**src/rtl/core/sbf_pkg.sv**
```systemverilog
// Shared types and constants of the sentence boundary finder.
// Used by sentence_boundary_finder_unit and sbf_checker; depends on nothing.
package sbf_pkg;

	localparam int MAX_TEXT_LEN = 65536;
	localparam int OFS_W        = 16;
	localparam logic [OFS_W-1:0] POS_MAX = OFS_W'(MAX_TEXT_LEN - 1);

	// Sentence must span more than this many bytes before a period can end it
	localparam logic [OFS_W-1:0] MIN_DOT_SPAN = OFS_W'(3);

	localparam logic [7:0] CH_QUESTION = 8'h3F;
	localparam logic [7:0] CH_BANG     = 8'h21;
	localparam logic [7:0] CH_PERIOD   = 8'h2E;
	localparam logic [7:0] CH_SPACE    = 8'h20;
	localparam logic [7:0] CH_CAP_A    = 8'h41;
	localparam logic [7:0] CH_CAP_Z    = 8'h5A;

	localparam int FIFO_DEPTH = 4;
	localparam int PTR_W      = $clog2(FIFO_DEPTH);
	localparam int CNT_W      = $clog2(FIFO_DEPTH + 1);

	typedef enum logic [1:0] {
		PEND_NONE = 2'd0,
		PEND_QE   = 2'd1,
		PEND_DOT  = 2'd2
	} pend_t;

	typedef struct packed {
		logic [OFS_W-1:0] start_ofs;
		logic [OFS_W-1:0] end_ofs;
		logic             fin;
		logic             run_last;
	} res_t;

	function automatic logic is_capital(input logic [7:0] b);
		is_capital = (b >= CH_CAP_A) && (b <= CH_CAP_Z);
	endfunction

endpackage

```
**src/rtl/core/sentence_boundary_finder_unit.sv**
```systemverilog
// Sentence boundary finder top level: per-byte decision logic and result queue.
// Depends on sbf_pkg.
//
// Text enters one byte per cycle; each accepted byte is judged in the cycle it
// arrives, from a few state registers (position, open sentence start, the three
// bytes before, pending end), and its zero, one or two results go straight into
// a four-entry result queue that drives the output. A byte can be accepted in
// every cycle while the queue has room for two results; the queue drains one
// result per cycle while out_stall is low; the two results a last byte often
// yields leave in turn. in_stall rises when three or more results are queued.
// Offsets saturate at MAX_TEXT_LEN-1, and all decision state returns to reset
// after the byte flagged text_last; the result queue keeps its contents.
module sentence_boundary_finder_unit (
	input  logic                     clk,
	input  logic                     arst_n,
	input  logic                     in_valid,
	output logic                     in_stall,
	input  logic [7:0]               text_byte,
	input  logic                     text_last,
	output logic                     out_valid,
	input  logic                     out_stall,
	output logic [sbf_pkg::OFS_W-1:0] sentence_start,
	output logic [sbf_pkg::OFS_W-1:0] sentence_end,
	output logic                     text_final,
	output logic                     run_last
);

	logic [sbf_pkg::OFS_W-1:0] pos_q;
	logic [sbf_pkg::OFS_W-1:0] start_q;
	logic [7:0]                back1_q;
	logic [7:0]                back2_q;
	logic [7:0]                back3_q;
	sbf_pkg::pend_t            pend_q;

	sbf_pkg::res_t             fifo_q [sbf_pkg::FIFO_DEPTH];
	logic [sbf_pkg::PTR_W-1:0] wr_ptr_q;
	logic [sbf_pkg::PTR_W-1:0] rd_ptr_q;
	logic [sbf_pkg::CNT_W-1:0] cnt_q;

	logic                      in_acc;
	logic                      out_acc;
	logic                      resolve;
	logic                      end_pend;
	logic [sbf_pkg::OFS_W-1:0] pend_end;
	logic [sbf_pkg::OFS_W-1:0] start_mid;
	sbf_pkg::pend_t            pend_mid;
	sbf_pkg::pend_t            pend_nxt;
	logic                      dot_ok;
	sbf_pkg::res_t             res_a;
	sbf_pkg::res_t             res_b;
	logic                      push_a;
	logic                      push_b;
	logic [sbf_pkg::CNT_W-1:0] push_n;
	sbf_pkg::res_t             head;

	assign in_stall = cnt_q >= sbf_pkg::CNT_W'(sbf_pkg::FIFO_DEPTH - 1);
	assign in_acc   = in_valid && !in_stall;
	assign out_valid = cnt_q != '0;
	assign out_acc  = out_valid && !out_stall;

	// Resolve a pending end on the first non-space byte
	always_comb begin
		resolve   = (pend_q != sbf_pkg::PEND_NONE) && (text_byte != sbf_pkg::CH_SPACE);
		end_pend  = resolve &&
			((pend_q == sbf_pkg::PEND_QE) || sbf_pkg::is_capital(text_byte));
		pend_end  = (pos_q == '0) ? '0 : pos_q - sbf_pkg::OFS_W'(1);
		start_mid = end_pend ? pos_q : start_q;
		pend_mid  = resolve ? sbf_pkg::PEND_NONE : pend_q;
		dot_ok    = (text_byte == sbf_pkg::CH_PERIOD) && (pos_q >= start_mid) &&
			((pos_q - start_mid) > sbf_pkg::MIN_DOT_SPAN) &&
			(back3_q != sbf_pkg::CH_SPACE) && (back2_q != sbf_pkg::CH_PERIOD);
		pend_nxt  = pend_mid;
		if (pend_mid == sbf_pkg::PEND_NONE) begin
			if ((text_byte == sbf_pkg::CH_QUESTION) || (text_byte == sbf_pkg::CH_BANG)) begin
				pend_nxt = sbf_pkg::PEND_QE;
			end else if (dot_ok) begin
				pend_nxt = sbf_pkg::PEND_DOT;
			end
		end
	end

	// Pack results: res_a goes first, res_b only when both exist
	always_comb begin
		res_a.start_ofs = start_q;
		res_a.end_ofs   = pend_end;
		res_a.fin       = 1'b0;
		res_a.run_last  = !text_last;
		res_b.start_ofs = start_mid;
		res_b.end_ofs   = pos_q;
		res_b.fin       = 1'b1;
		res_b.run_last  = 1'b1;
		push_a = 1'b0;
		push_b = 1'b0;
		if (in_acc) begin
			if (end_pend) begin
				push_a = 1'b1;
				push_b = text_last;
			end else if (text_last) begin
				res_a  = res_b;
				push_a = 1'b1;
			end
		end
		push_n = sbf_pkg::CNT_W'(push_a) + sbf_pkg::CNT_W'(push_b);
	end

	always_ff @(posedge clk or negedge arst_n) begin
		if (!arst_n) begin
			pos_q   <= '0;
			start_q <= '0;
			back1_q <= '0;
			back2_q <= '0;
			back3_q <= '0;
			pend_q  <= sbf_pkg::PEND_NONE;
		end else if (in_acc) begin
			if (text_last) begin
				pos_q   <= '0;
				start_q <= '0;
				back1_q <= '0;
				back2_q <= '0;
				back3_q <= '0;
				pend_q  <= sbf_pkg::PEND_NONE;
			end else begin
				if (pos_q != sbf_pkg::POS_MAX) begin
					pos_q <= pos_q + sbf_pkg::OFS_W'(1);
				end
				start_q <= start_mid;
				back1_q <= text_byte;
				back2_q <= back1_q;
				back3_q <= back2_q;
				pend_q  <= pend_nxt;
			end
		end
	end

	always_ff @(posedge clk or negedge arst_n) begin
		if (!arst_n) begin
			wr_ptr_q <= '0;
			rd_ptr_q <= '0;
			cnt_q    <= '0;
		end else begin
			wr_ptr_q <= wr_ptr_q + sbf_pkg::PTR_W'(push_n);
			if (out_acc) begin
				rd_ptr_q <= rd_ptr_q + sbf_pkg::PTR_W'(1);
			end
			cnt_q <= cnt_q + push_n - sbf_pkg::CNT_W'(out_acc);
		end
	end

	always_ff @(posedge clk) begin
		if (push_a) begin
			fifo_q[wr_ptr_q] <= res_a;
		end
		if (push_b) begin
			fifo_q[wr_ptr_q + sbf_pkg::PTR_W'(1)] <= res_b;
		end
	end

	assign head           = fifo_q[rd_ptr_q];
	assign sentence_start = head.start_ofs;
	assign sentence_end   = head.end_ofs;
	assign text_final     = head.fin;
	assign run_last       = head.run_last;

endmodule

```
**config.mk**
```make
export PLATFORM = sky130hd
export DESIGN_NAME = sentence_boundary_finder_unit
export DESIGN_NICKNAME = d
export VERILOG_FILES = /design/src/rtl/core/sbf_pkg.sv /design/src/rtl/core/sentence_boundary_finder_unit.sv
export SDC_FILE = /design/constraint.sdc
export NUM_CORES = 1
export LEC_CHECK = 0
export BUFFER_PORTS_ARGS = -buffer_cell sky130_fd_sc_hd__buf_4
export CORE_MARGIN = 2
export CORE_UTILIZATION = 30
export CTS_CLUSTER_SIZE = 30
export DETAILED_ROUTE_END_ITERATION = 6
export SLEW_MARGIN = 10
export SYNTH_ARGS = -nofsm -noshare
export SYNTH_HDL_FRONTEND = slang
export SYNTH_SLANG_ARGS = --single-unit
```
**constraint.sdc**
```tcl
create_clock -name clk -period 3.7 [get_ports clk]
set_clock_uncertainty 0.05 [all_clocks]
set_input_delay 0.37 -clock clk [delete_from_list [all_inputs] [get_ports clk]]
set_output_delay 0.37 -clock clk [all_outputs]
set_load 0.02 [all_outputs]
```
==> impl_metrics.py, run 1 <==
metrics = {
    "run_status": {
        "outcome": "finished, final reports clean",
    },
    "yosys": {
        "synth_edf_count": 128,
        "syn_area_um2": 11000,
        "yosys_register_bits": 201,
        "yosys_warnings": 0,
        "synthFlopType": "edfxtp_1",
        "synthCells": 1052,
        "syn_nets": 1083,
        "synth_cell_types": 79,
        "synth-async-reset-ratio_pct": 32.3,
        "synth_seq_area_share_pct": 51.4,
        "synth_area_per_cell_um2": 10.4,
    },
    "drt": {
        "via_per_inst": 5.51,
        "wirelength_mm": 33.5,
        "drtAntennaViolNets": 0,
        "num_vias": 8959,
        "dr.pass1.iters": 6,
        "wire_per_inst_um": 20.6,
        "dr.first_iter.drc_count": 919,
        "drc_errors": 0,
    },
    "floorplanning": {
        "die_area_um2": 38100,
        "coreArea_um2": 35700,
        "dieWidth_um": 195,
        "die_h_um": 195,
        "io_pins": 49,
        "start_util_pct": 30.6,
        "floorplan.rows": 69,
    },
    "global_route": {
        "grt_max_degree": 66,
        "grt_usage_pct": 17.5,
        "grt_pass1_vias": 8904,
        "grt_pass1_wl_mm": 51.8,
        "antenna_found_initial": 0,
        "grt-ovfl-total": 0,
    },
    "sta": {
        "slew_viol_final": 0,
        "layout_min_cycle_time_ns": 3.63,
        "max_freq_mhz": 276,
        "hold_violations": 0,
        "fin_setup_tns_ns": 0,
        "finalCritPeriodShare_pct": 98.0,
        "tightest_slew_ns": 1.09,
        "setup_viol": 0,
        "max_slew_margin_pct": 27.2,
    },
    "cells_and_area": {
        "antenna_cells": 0,
        "final_layout_size_suffix_gt1_share_pct": 22.8,
        "final_util_pct": 37.5,
        "final_nets": 1180,
        "areaGrowthSynthToFinish_pct": 22.2,
    },
    "clocking": {
        "ctsRootBufferMaster": "clkbuf_16",
        "path_clk_slew_ns": 0.07,
        "cts_buffers": 23,
        "cts_tree": "built",
        "numClockSinks": 201,
        "cts.htree.levels": 1,
        "clock_latency_ns": 0.54,
        "clock_path_buffers": 3,
    },
    "hold_path": {
        "hold_class": "in -> reg",
        "hold_path_end": "rd_ptr_q[0]",
        "holdPathStages": 3,
        "hold_start": "out_stall",
    },
    "run": {
        "drv_cap": 0,
    },
    "placed_design": {
        "place_congestion": 0.860,
        "dp_hpwl_mm": 22.9,
        "port_buffers": 48,
    },
    "pwr": {
        "p_per_area_nw_per_um2": 642,
        "p_leak_uw": 0.00500,
        "ir_drop_mv": 0.372,
    },
    "worst_setup_path": {
        "crit_path_end_kind": "flip-flop",
        "timing.rr.start": "pend_q[1]",
        "required_ns": 4.05,
        "timing.rr.end": "pend_q[1]",
        "crit_arrival_ns": 3.98,
        "reg2reg_slack_ns": 0.07,
        "cp_max_fo": 4,
        "rr_worst_depth": 17,
        "worstSetupPathType": "reg -> reg",
        "crit_path_start_kind": "flip-flop",
    },
}
[flip-flops by register name (all words and copies together) (netlist names)]
signal and flops:
cnt_q 3, rd_ptr_q 2, pend_q 2, back2_q 8
pos_q 16, wr_ptr_q 2, start_q 16, back3_q 8
fifo_q 136, back1_q 8
[metal layers]
metal | GRT usage, % | up-vias | routed length, µm | share of wire [%]
li1 | - | 4105 | - | -
met1 | 23.3 | 4432 | 14000 | 42
met2 | 29.4 | 362 | 16300 | 49
met3 | 2.37 | 60 | 2220 | 6.6
met4 | 5.80 | 0 | 1020 | 3.0
met5 | 0 | - | 0 | 0
[worst max-delay path, stage by stage, from the launching register on]
cell      delay (ns)
dfrtp_1         0.39
and2b_2         0.28
nor3_2          0.08
buf_4           0.16
nor3_4          0.33
mux2i_4         0.30
inv_2           0.05
ha_2            0.18
inv_2           0.09
ha_4            0.14
nor4_1          0.05
a311oi_1        0.39
buf_4           0.19
o311a_1         0.17
o211ai_1        0.10
a221oi_1        0.20
nor4b_2         0.24
a31oi_1         0.10
[layout make-up]
class	count	area, µm²
Clock buffer	32	659
Clock inverter	10	91.3
Fill cell	3561	22400
Inverter	29	109
Multi-Input combinational cell	745	5130
Sequential cell	201	5630
Tap cell	461	577
Timing Repair Buffer	149	1190
[cells by family (layout without fill, tap and decap cells)]
logic type / count (synthesis) / after routing / share of synthesized area (%)
compound gates: 286 / 286 / 16.4
xor+xnor: 39 / 39 / 3.12
fa+ha+maj: 23 / 23 / 2.58
buf+inv: 106 / 220 / 3.93
flops: 201 / 201 / 51.4
mux: 46 / 46 / 8.09
simple gates: 351 / 351 / 14.5
[layout by cell type (no fill, tap or decap), drive strengths merged, types with 5 or more instances in the layout]
cell type  synthesis  final
a21oi             28     28
nand4              6      6
dfxtp              8      8
dfrtp             65     65
or3                8      8
nand2            183    183
a21o               5      5
o22ai             57     57
xor2              18     18
o21a               7      7
nor4               6      6
clkinv             3     10
o21ai            110    110
and3               8      8
nor3              28     28
mux4              34     34
a22o              14     14
nor2              56     56
ha                17     17
mux2i             12     12
o31ai              6      6
nand3             21     21
inv               26     27
a211oi             5      5
nand2b             7      7
nor2b              9      9
a22oi              7      7
edfxtp           128    128
buf               19    148
xnor2             21     21
a31oi             11     11
clkbuf            58     32
maj3               5      5
o211ai             6      6
[Yosys cell counts (7+ instances only)]
cell type / number / area (µm²)
nand3_1: 21 / 105
a31oi_1: 11 / 68.8
o21ai_0: 108 / 541
o22ai_1: 57 / 357
nor2_1: 56 / 210
a22oi_1: 7 / 52.6
nor3_1: 27 / 135
xor2_1: 18 / 158
xnor2_1: 21 / 184
nand2b_1: 7 / 43.8
dfrtp_1: 65 / 1630
edfxtp_1: 128 / 3840
o21a_1: 7 / 52.6
buf_2: 8 / 40.0
dfxtp_1: 8 / 160
nor2b_1: 9 / 56.3
mux4_2: 34 / 766
ha_1: 17 / 213
nand2_1: 183 / 687
buf_1: 7 / 26.3
mux2i_1: 12 / 120
a21oi_1: 26 / 130
and3_1: 8 / 50.1
clkbuf_1: 58 / 218
a22o_1: 14 / 123
inv_1: 24 / 90.1
or3_1: 8 / 50.1
[timing repair]
item                                   4_1_cts  5_1_grt
hold buffers                                 1        0
gates cloned                                 0        0
setup endpoints to repair                    1        1
endpoints found under the hold margin       65        0
gates resized for setup                      1       15
pin swaps                                    1        7
setup buffers                                0        6
[stage by stage]
step | power [µW] | cells | worst slack [ns] | hold WS (ns) | cell area [µm²]
finish | 8590 | 1627 | 0.0741 | 0.0944 | 13400
global route | 9060 | 1627 | -0.0697 | 0.101 | 13400
CTS | 8630 | 1621 | 0.0193 | 0.0833 | 13300
detailed placement | 6360 | 1578 | -0.177 | 0.398 | 12500
global placement | 6310 | 1578 | -0.162 | 0.395 | 12500
floorplan | 5220 | 1052 | -0.130 | 0.0244 | 11100
[power breakdown]
| group | switching (µW) | leakage [µW] | internal, µW |
|---|---|---|---|
| logic | 1920 | 0.00247 | 1360 |
| clock network | 938 | 0.000373 | 1320 |
| registers | 338 | 0.00216 | 2710 |
[worst max path at each step]
stage | start | endpoint | slack [ns] | cells after the start
floorplan | text_byte[4] | pend_q[1] | -0.13 | 17
global placement | text_byte[4] | pend_q[1] | -0.16 | 16
detailed placement | text_byte[4] | pend_q[1] | -0.18 | 16
CTS | pend_q[1] | pend_q[1] | 0.02 | 17
global route | pend_q[1] | pend_q[1] | -0.07 | 17
finish | pend_q[1] | pend_q[1] | 0.07 | 17
No activity file was read; power rests on OpenSTA's default activity.
==> run 2, diff against run 1 <==
--- a/config.mk
+++ b/config.mk
@@ -6,10 +6,13 @@
 export NUM_CORES = 1
 export LEC_CHECK = 0
 export BUFFER_PORTS_ARGS = -buffer_cell sky130_fd_sc_hd__buf_4
+export CELL_PAD_IN_SITES_DETAIL_PLACEMENT = 0
+export CELL_PAD_IN_SITES_GLOBAL_PLACEMENT = 1
 export CORE_MARGIN = 2
-export CORE_UTILIZATION = 30
+export CORE_UTILIZATION = 40
 export CTS_CLUSTER_SIZE = 30
 export DETAILED_ROUTE_END_ITERATION = 6
+export PLACE_DENSITY_LB_ADDON = 0.1
 export SLEW_MARGIN = 10
 export SYNTH_ARGS = -nofsm -noshare
 export SYNTH_HDL_FRONTEND = slang
==> impl_metrics.py, run 2 (same netlist as run 1, synthesis figures left out) <==
metrics = {
    "cells_and_area": {
        "fin_area_um2": 13100,
        "antenna_cells": 0,
        "layout_common_cells": "179 x nand2_1, 139 x buf_4, 128 x edfxtp_1, 107 x o21ai_0, 64 x dfrtp_1",
        "largest_registers": "fifo_q (136), pos_q (16), start_q (16)",
        "largest_reg_flops": 136,
        "layout_commonest_cell": "nand2_1",
        "final_nets": 1175,
        "areaGrowthSynthToFinish_pct": 20.0,
        "fillers": 2477,
        "final_util_pct": 48.8,
        "top_register": "fifo_q",
        "final_layout_size_suffix_gt1_share_pct": 21.5,
    },
    "pwr": {
        "p_leak_uw": 0.00496,
        "power_switching_uw": 3180,
        "pwr-share-clk_pct": 26.2,
        "seq_power_share_pct": 35.5,
        "ir_drop_mv": 0.295,
        "p_comb_share_pct": 38.3,
        "p_per_area_nw_per_um2": 651,
        "netSwitchingFraction_pct": 37.2,
        "p_int_uw": 5370,
    },
    "global_route": {
        "grt_pass1_wl_mm": 52.7,
        "grt_pass1_vias": 8648,
        "antenna_found_initial": 0,
        "grt_max_degree": 66,
        "grt_usage_pct": 24.2,
        "grt-ovfl-total": 0,
    },
    "sta": {
        "layout_min_cycle_time_ns": 3.58,
        "finalCritPeriodShare_pct": 96.7,
        "hold_violations": 0,
        "max_freq_mhz": 280,
        "fin_hold_ws_ns": 0.0951,
        "max_slew_margin_pct": 36.3,
        "tightest_slew_ns": 0.952,
        "setup_viol": 0,
        "slew_viol_final": 0,
    },
    "drt": {
        "wirelength_mm": 34.1,
        "drtAntennaViolNets": 0,
        "drc_errors": 0,
        "dr.pass1.iters": 7,
        "wire_per_inst_um": 22.7,
        "num_vias": 8775,
        "via_per_inst": 5.84,
        "dr.first_iter.drc_count": 854,
    },
    "hold_path": {
        "hold_class": "in -> reg",
    },
    "worst_setup_path": {
        "cpPeakStageDelay_ns": 0.45,
        "crit_slowest_cell": "or3_4",
        "critical_path.top_delay_family": "simple AND/OR/NAND/NOR gates",
        "required_ns": 4.05,
        "worstSetupPathType": "reg -> reg",
        "cp_max_fo": 4,
        "crit_arrival_ns": 3.92,
        "crit_chain": "and2b_2 > a211oi_4 > or3_4 > buf_12 > mux2i_4 > ha_4 > nand2_2 > a211oi_1 > nor2_1 > nor3_1 > a2111oi_1 > o211ai_1 > a221oi_2 > nor4b_4 > a31oi_1",
        "crit_path_start_kind": "flip-flop",
        "crit_buf_inv": 1,
        "crit_path_end_kind": "flip-flop",
        "reg2reg_slack_ns": 0.12,
    },
    "floorplanning": {
        "die_h_um": 169,
        "io_pins": 49,
        "die_area_um2": 28700,
        "coreArea_um2": 27000,
        "start_util_pct": 40.6,
        "floorplan.rows": 60,
        "dieWidth_um": 169,
    },
    "clocking": {
        "clock_latency_ns": 0.53,
        "path_clk_slew_ns": 0.06,
        "cts_tree": "built",
        "clock_path_buffers": 3,
        "cts.htree.levels": 1,
        "ctsRootBufferMaster": "clkbuf_16",
        "cts_buffers": 24,
        "numClockSinks": 201,
    },
    "placed_design": {
        "port_buffers": 48,
        "place_congestion": 0.892,
        "placed_area_um2": 12300,
        "dp_hpwl_mm": 23.3,
    },
    "run_status": {
        "outcome": "finished, final reports clean",
    },
    "run": {
        "drv_cap": 0,
    },
}
run 2: changes by cell type in the layout (fill, tap and decap cells not counted), sizes merged:
cell	delta
buf	-6
bufinv	-1
clkinv	-3
clkbuf	+7
inv	-1
run 2: worst register-to-register path, stage by stage, from the launching register on:
cell,delay (ns)
dfrtp_1,0.38
and2b_2,0.27
a211oi_4,0.08
or3_4,0.45
buf_12,0.17
mux2i_4,0.19
ha_4,0.29
nand2_2,0.10
a211oi_1,0.06
nor2_1,0.19
nor3_1,0.08
a2111oi_1,0.43
o211ai_1,0.19
a221oi_2,0.20
nor4b_4,0.23
a31oi_1,0.11
run 2: power by group through the flow:
stage / logic [µW] / clock network [µW] / registers (µW)
detailed placement: 3280 / 0 / 3090
global route: 3590 / 2370 / 3100
CTS: 3290 / 2280 / 3040
finish: 3270 / 2240 / 3040
floorplan: 2330 / 0 / 2880
global placement: 3270 / 0 / 3090
run 2: cell type report:
| type | count | area (µm²) | area share (%) |
|---|---|---|---|
| Multi-Input combinational cell | 745 | 5110 | 38.9 |
| Clock buffer | 39 | 707 | 5.38 |
| Clock inverter | 5 | 41.3 | 0.314 |
| Sequential cell | 201 | 5630 | 42.9 |
| Inverter | 29 | 109 | 0.828 |
| Timing Repair Buffer | 143 | 1110 | 8.47 |
| Tap cell | 341 | 427 | 3.25 |
run 2: path summary, 6_finish.rpt:
path,from,endpoint,cells after the start
max in group asynchronous,arst_n,rd_ptr_q[0],2
worst min register to register,fifo_q[1][0],fifo_q[1][0],1
min in group asynchronous,arst_n,back1_q[1],2
worst min-delay path,text_byte[7],back1_q[7],3
worst max-delay path,pend_q[1],pend_q[1],15
worst max register to register,pend_q[1],pend_q[1],15
run 2: metal layers:
layer  routed length [µm]  track usage [%]
met2                16100             40.1
met3                 2190             3.71
met1                14800             32.9
met4                 1030             7.47
met5                    0                0
run 2: timing repair:
action	CTS	global route
resized for setup	2	8
pin swaps	0	10
endpoints found under the setup margin	1	1
buffers inserted	0	2
hold buffers	1	0
hold endpoints to repair	65	0
run 2: stage by stage:
stage	cells	TNS (ns)	power (µW)	setup slack, ns
2_1_floorplan	1052	-0.130	5220	-0.130
3_3_place_gp	1456	-0.0930	6350	-0.0930
3_5_place_dp	1456	-0.164	6370	-0.164
4_1_cts	1501	0	8620	0.0836
5_1_grt	1503	-0.0317	9070	-0.0317
6_report	1503	0	8550	0.122
==> run 3, diff against run 2 <==
--- a/config.mk
+++ b/config.mk
@@ -10,7 +10,7 @@
 export CELL_PAD_IN_SITES_GLOBAL_PLACEMENT = 1
 export CORE_MARGIN = 2
 export CORE_UTILIZATION = 40
-export CTS_CLUSTER_SIZE = 30
+export CTS_CLUSTER_SIZE = 16
 export DETAILED_ROUTE_END_ITERATION = 6
 export PLACE_DENSITY_LB_ADDON = 0.1
 export SLEW_MARGIN = 10
==> constraint.sdc (replaced) <==
create_clock -name clk -period 3.7 [get_ports clk]
set_clock_uncertainty 0.05 [all_clocks]
set_input_delay 0.37 -clock clk [delete_from_list [all_inputs] [get_ports clk]]
set_output_delay 0.37 -clock clk [all_outputs]
set_load 0.005 [all_outputs]
==> impl_metrics.py, run 3 (same netlist as run 1, synthesis figures left out) <==
metrics = {
    "placed_design": {
        "dp_hpwl_mm": 23.3,
        "port_buffers": 48,
        "post-place-cells": 1459,
        "place_congestion": 0.850,
    },
    "worst_setup_path": {
        "timing.rr.end": "pend_q[1]",
        "rr_worst_depth": 15,
        "timing.rr.start": "pend_q[1]",
        "crit_path_start_kind": "flip-flop",
        "crit_arrival_ns": 3.87,
        "worstSetupPathType": "reg -> reg",
        "reg2reg_slack_ns": 0.18,
        "required_ns": 4.05,
        "crit_path_end_kind": "flip-flop",
        "cp_max_fo": 4,
    },
    "cells_and_area": {
        "final_nets": 1178,
        "regArea_um2": 5630,
        "fillers": 2475,
        "layout_commonest_cell": "nand2_1",
        "largest_registers": "fifo_q (136), pos_q (16), start_q (16)",
        "largest_reg_flops": 136,
        "antenna_cells": 0,
        "final_layout_size_suffix_gt1_share_pct": 22.7,
        "fin_cells": 1506,
        "multi_input_area_um2": 5150,
        "layout_common_cells": "178 x nand2_1, 143 x buf_4, 128 x edfxtp_1, 107 x o21ai_0, 64 x dfrtp_1",
        "areaGrowthSynthToFinish_pct": 21.0,
        "top_register": "fifo_q",
    },
    "floorplanning": {
        "die_area_um2": 28700,
        "die_h_um": 169,
        "start_util_pct": 40.6,
        "dieWidth_um": 169,
        "io_pins": 49,
        "floorplan.rows": 60,
        "coreArea_um2": 27000,
    },
    "drt": {
        "num_vias": 8707,
        "drtAntennaViolNets": 0,
        "drc_errors": 0,
        "dr.first_iter.drc_count": 867,
        "via_per_inst": 5.78,
        "dr.pass1.iters": 6,
        "wirelength_mm": 34.0,
        "wire_per_inst_um": 22.6,
    },
    "sta": {
        "max_slew_margin_pct": 33.1,
        "tightest_slew_ns": 0.999,
        "fin_hold_ws_ns": 0.0919,
        "finalCritPeriodShare_pct": 95.2,
        "layout_min_cycle_time_ns": 3.52,
        "setup_viol": 0,
        "max_freq_mhz": 284,
        "slew_viol_final": 0,
        "fin_setup_tns_ns": 0,
        "hold_violations": 0,
    },
    "clocking": {
        "clock_latency_ns": 0.54,
        "ctsRootBufferMaster": "clkbuf_16",
        "cts.htree.levels": 1,
        "cts_tree": "built",
        "clock_path_buffers": 3,
        "cts_buffers": 24,
        "path_clk_slew_ns": 0.06,
        "numClockSinks": 201,
    },
    "global_route": {
        "grt_pass1_vias": 8665,
        "antenna_found_initial": 0,
        "grt_max_degree": 66,
        "grt_usage_pct": 24.1,
        "grt_pass1_wl_mm": 52.6,
        "grt-ovfl-total": 0,
    },
    "pwr": {
        "ir_drop_mv": 0.328,
        "p_per_area_nw_per_um2": 638,
        "total_power_uw": 8460,
        "p_leak_uw": 0.00501,
    },
    "hold_path": {
        "holdPathStages": 3,
        "hold_path_end": "rd_ptr_q[0]",
        "hold_class": "in -> reg",
        "hold_start": "out_stall",
    },
    "run_status": {
        "outcome": "finished, final reports clean",
    },
    "run": {
        "drv_cap": 0,
    },
}
==> run 3: critical path, cell delays in order, from the launching register on <==
cell and delay (ns):
dfrtp_1 0.38, and2b_2 0.26, a211oi_4 0.07, or3_4 0.45
buf_12 0.16, mux2i_4 0.19, ha_4 0.30, o21ai_1 0.07
a21oi_2 0.13, a211oi_2 0.05, xnor2_1 0.16, a2111oi_2 0.38
o211ai_1 0.18, a221oi_2 0.23, nor4b_4 0.23, a31oi_1 0.11
==> run 3: repair_timing <==
item                       4_1_cts  5_1_grt
gates resized for setup          3       14
setup endpoints to repair        1        1
hold buffers                     1        0
hold endpoints to repair        65        0
pin swaps                        0        5
buffers inserted                 0        2
==> run 3: worst max path at each step <==
stage	startpoint	endpoint	slack [ns]	cells past startpoint
after floorplan	text_byte[4]	pend_q[1]	-0.13	17
after global placement	text_byte[4]	pend_q[1]	-0.12	16
after detailed placement	text_byte[4]	pend_q[1]	-0.17	16
after CTS	pend_q[1]	pend_q[1]	0.08	15
after global routing	pend_q[1]	pend_q[1]	-0.05	16
final	pend_q[1]	pend_q[1]	0.18	15
==> run 3: area by class of cell <==
type                            instances  share of cell area (%)
Clock inverter                         18                    1.35
Tap cell                              341                    3.22
Clock buffer                           26                    4.75
Multi-Input combinational cell        745                    38.9
Timing Repair Buffer                  146                    8.48
Inverter                               29                   0.821
Sequential cell                       201                    42.5
==> run 3: power by group <==
part / leakage, µW / switching (µW) / internal [µW]
registers: 0.00216 / 331 / 2710
logic: 0.00246 / 1650 / 1340
clock network: 0.000393 / 975 / 1440
total: 0.00501 / 2960 / 5500
==> run 3: through the flow <==
stage | area [µm²] | setup WS (ns) | util, %
CTS | 13200 | 0.0816 | 48.8
floorplan | 11100 | -0.130 | -
global placement | 12300 | -0.116 | 45.7
global route | 13300 | -0.0526 | 49.2
finish | 13300 | 0.177 | 49.2
detailed placement | 12300 | -0.173 | 45.7
==> run 3: routing by layer <==
metal  track usage (%)  wire [µm]
met5                 0          0
met4              7.02        895
met3              3.36       1830
met2              40.4      16500
met1              32.8      14800
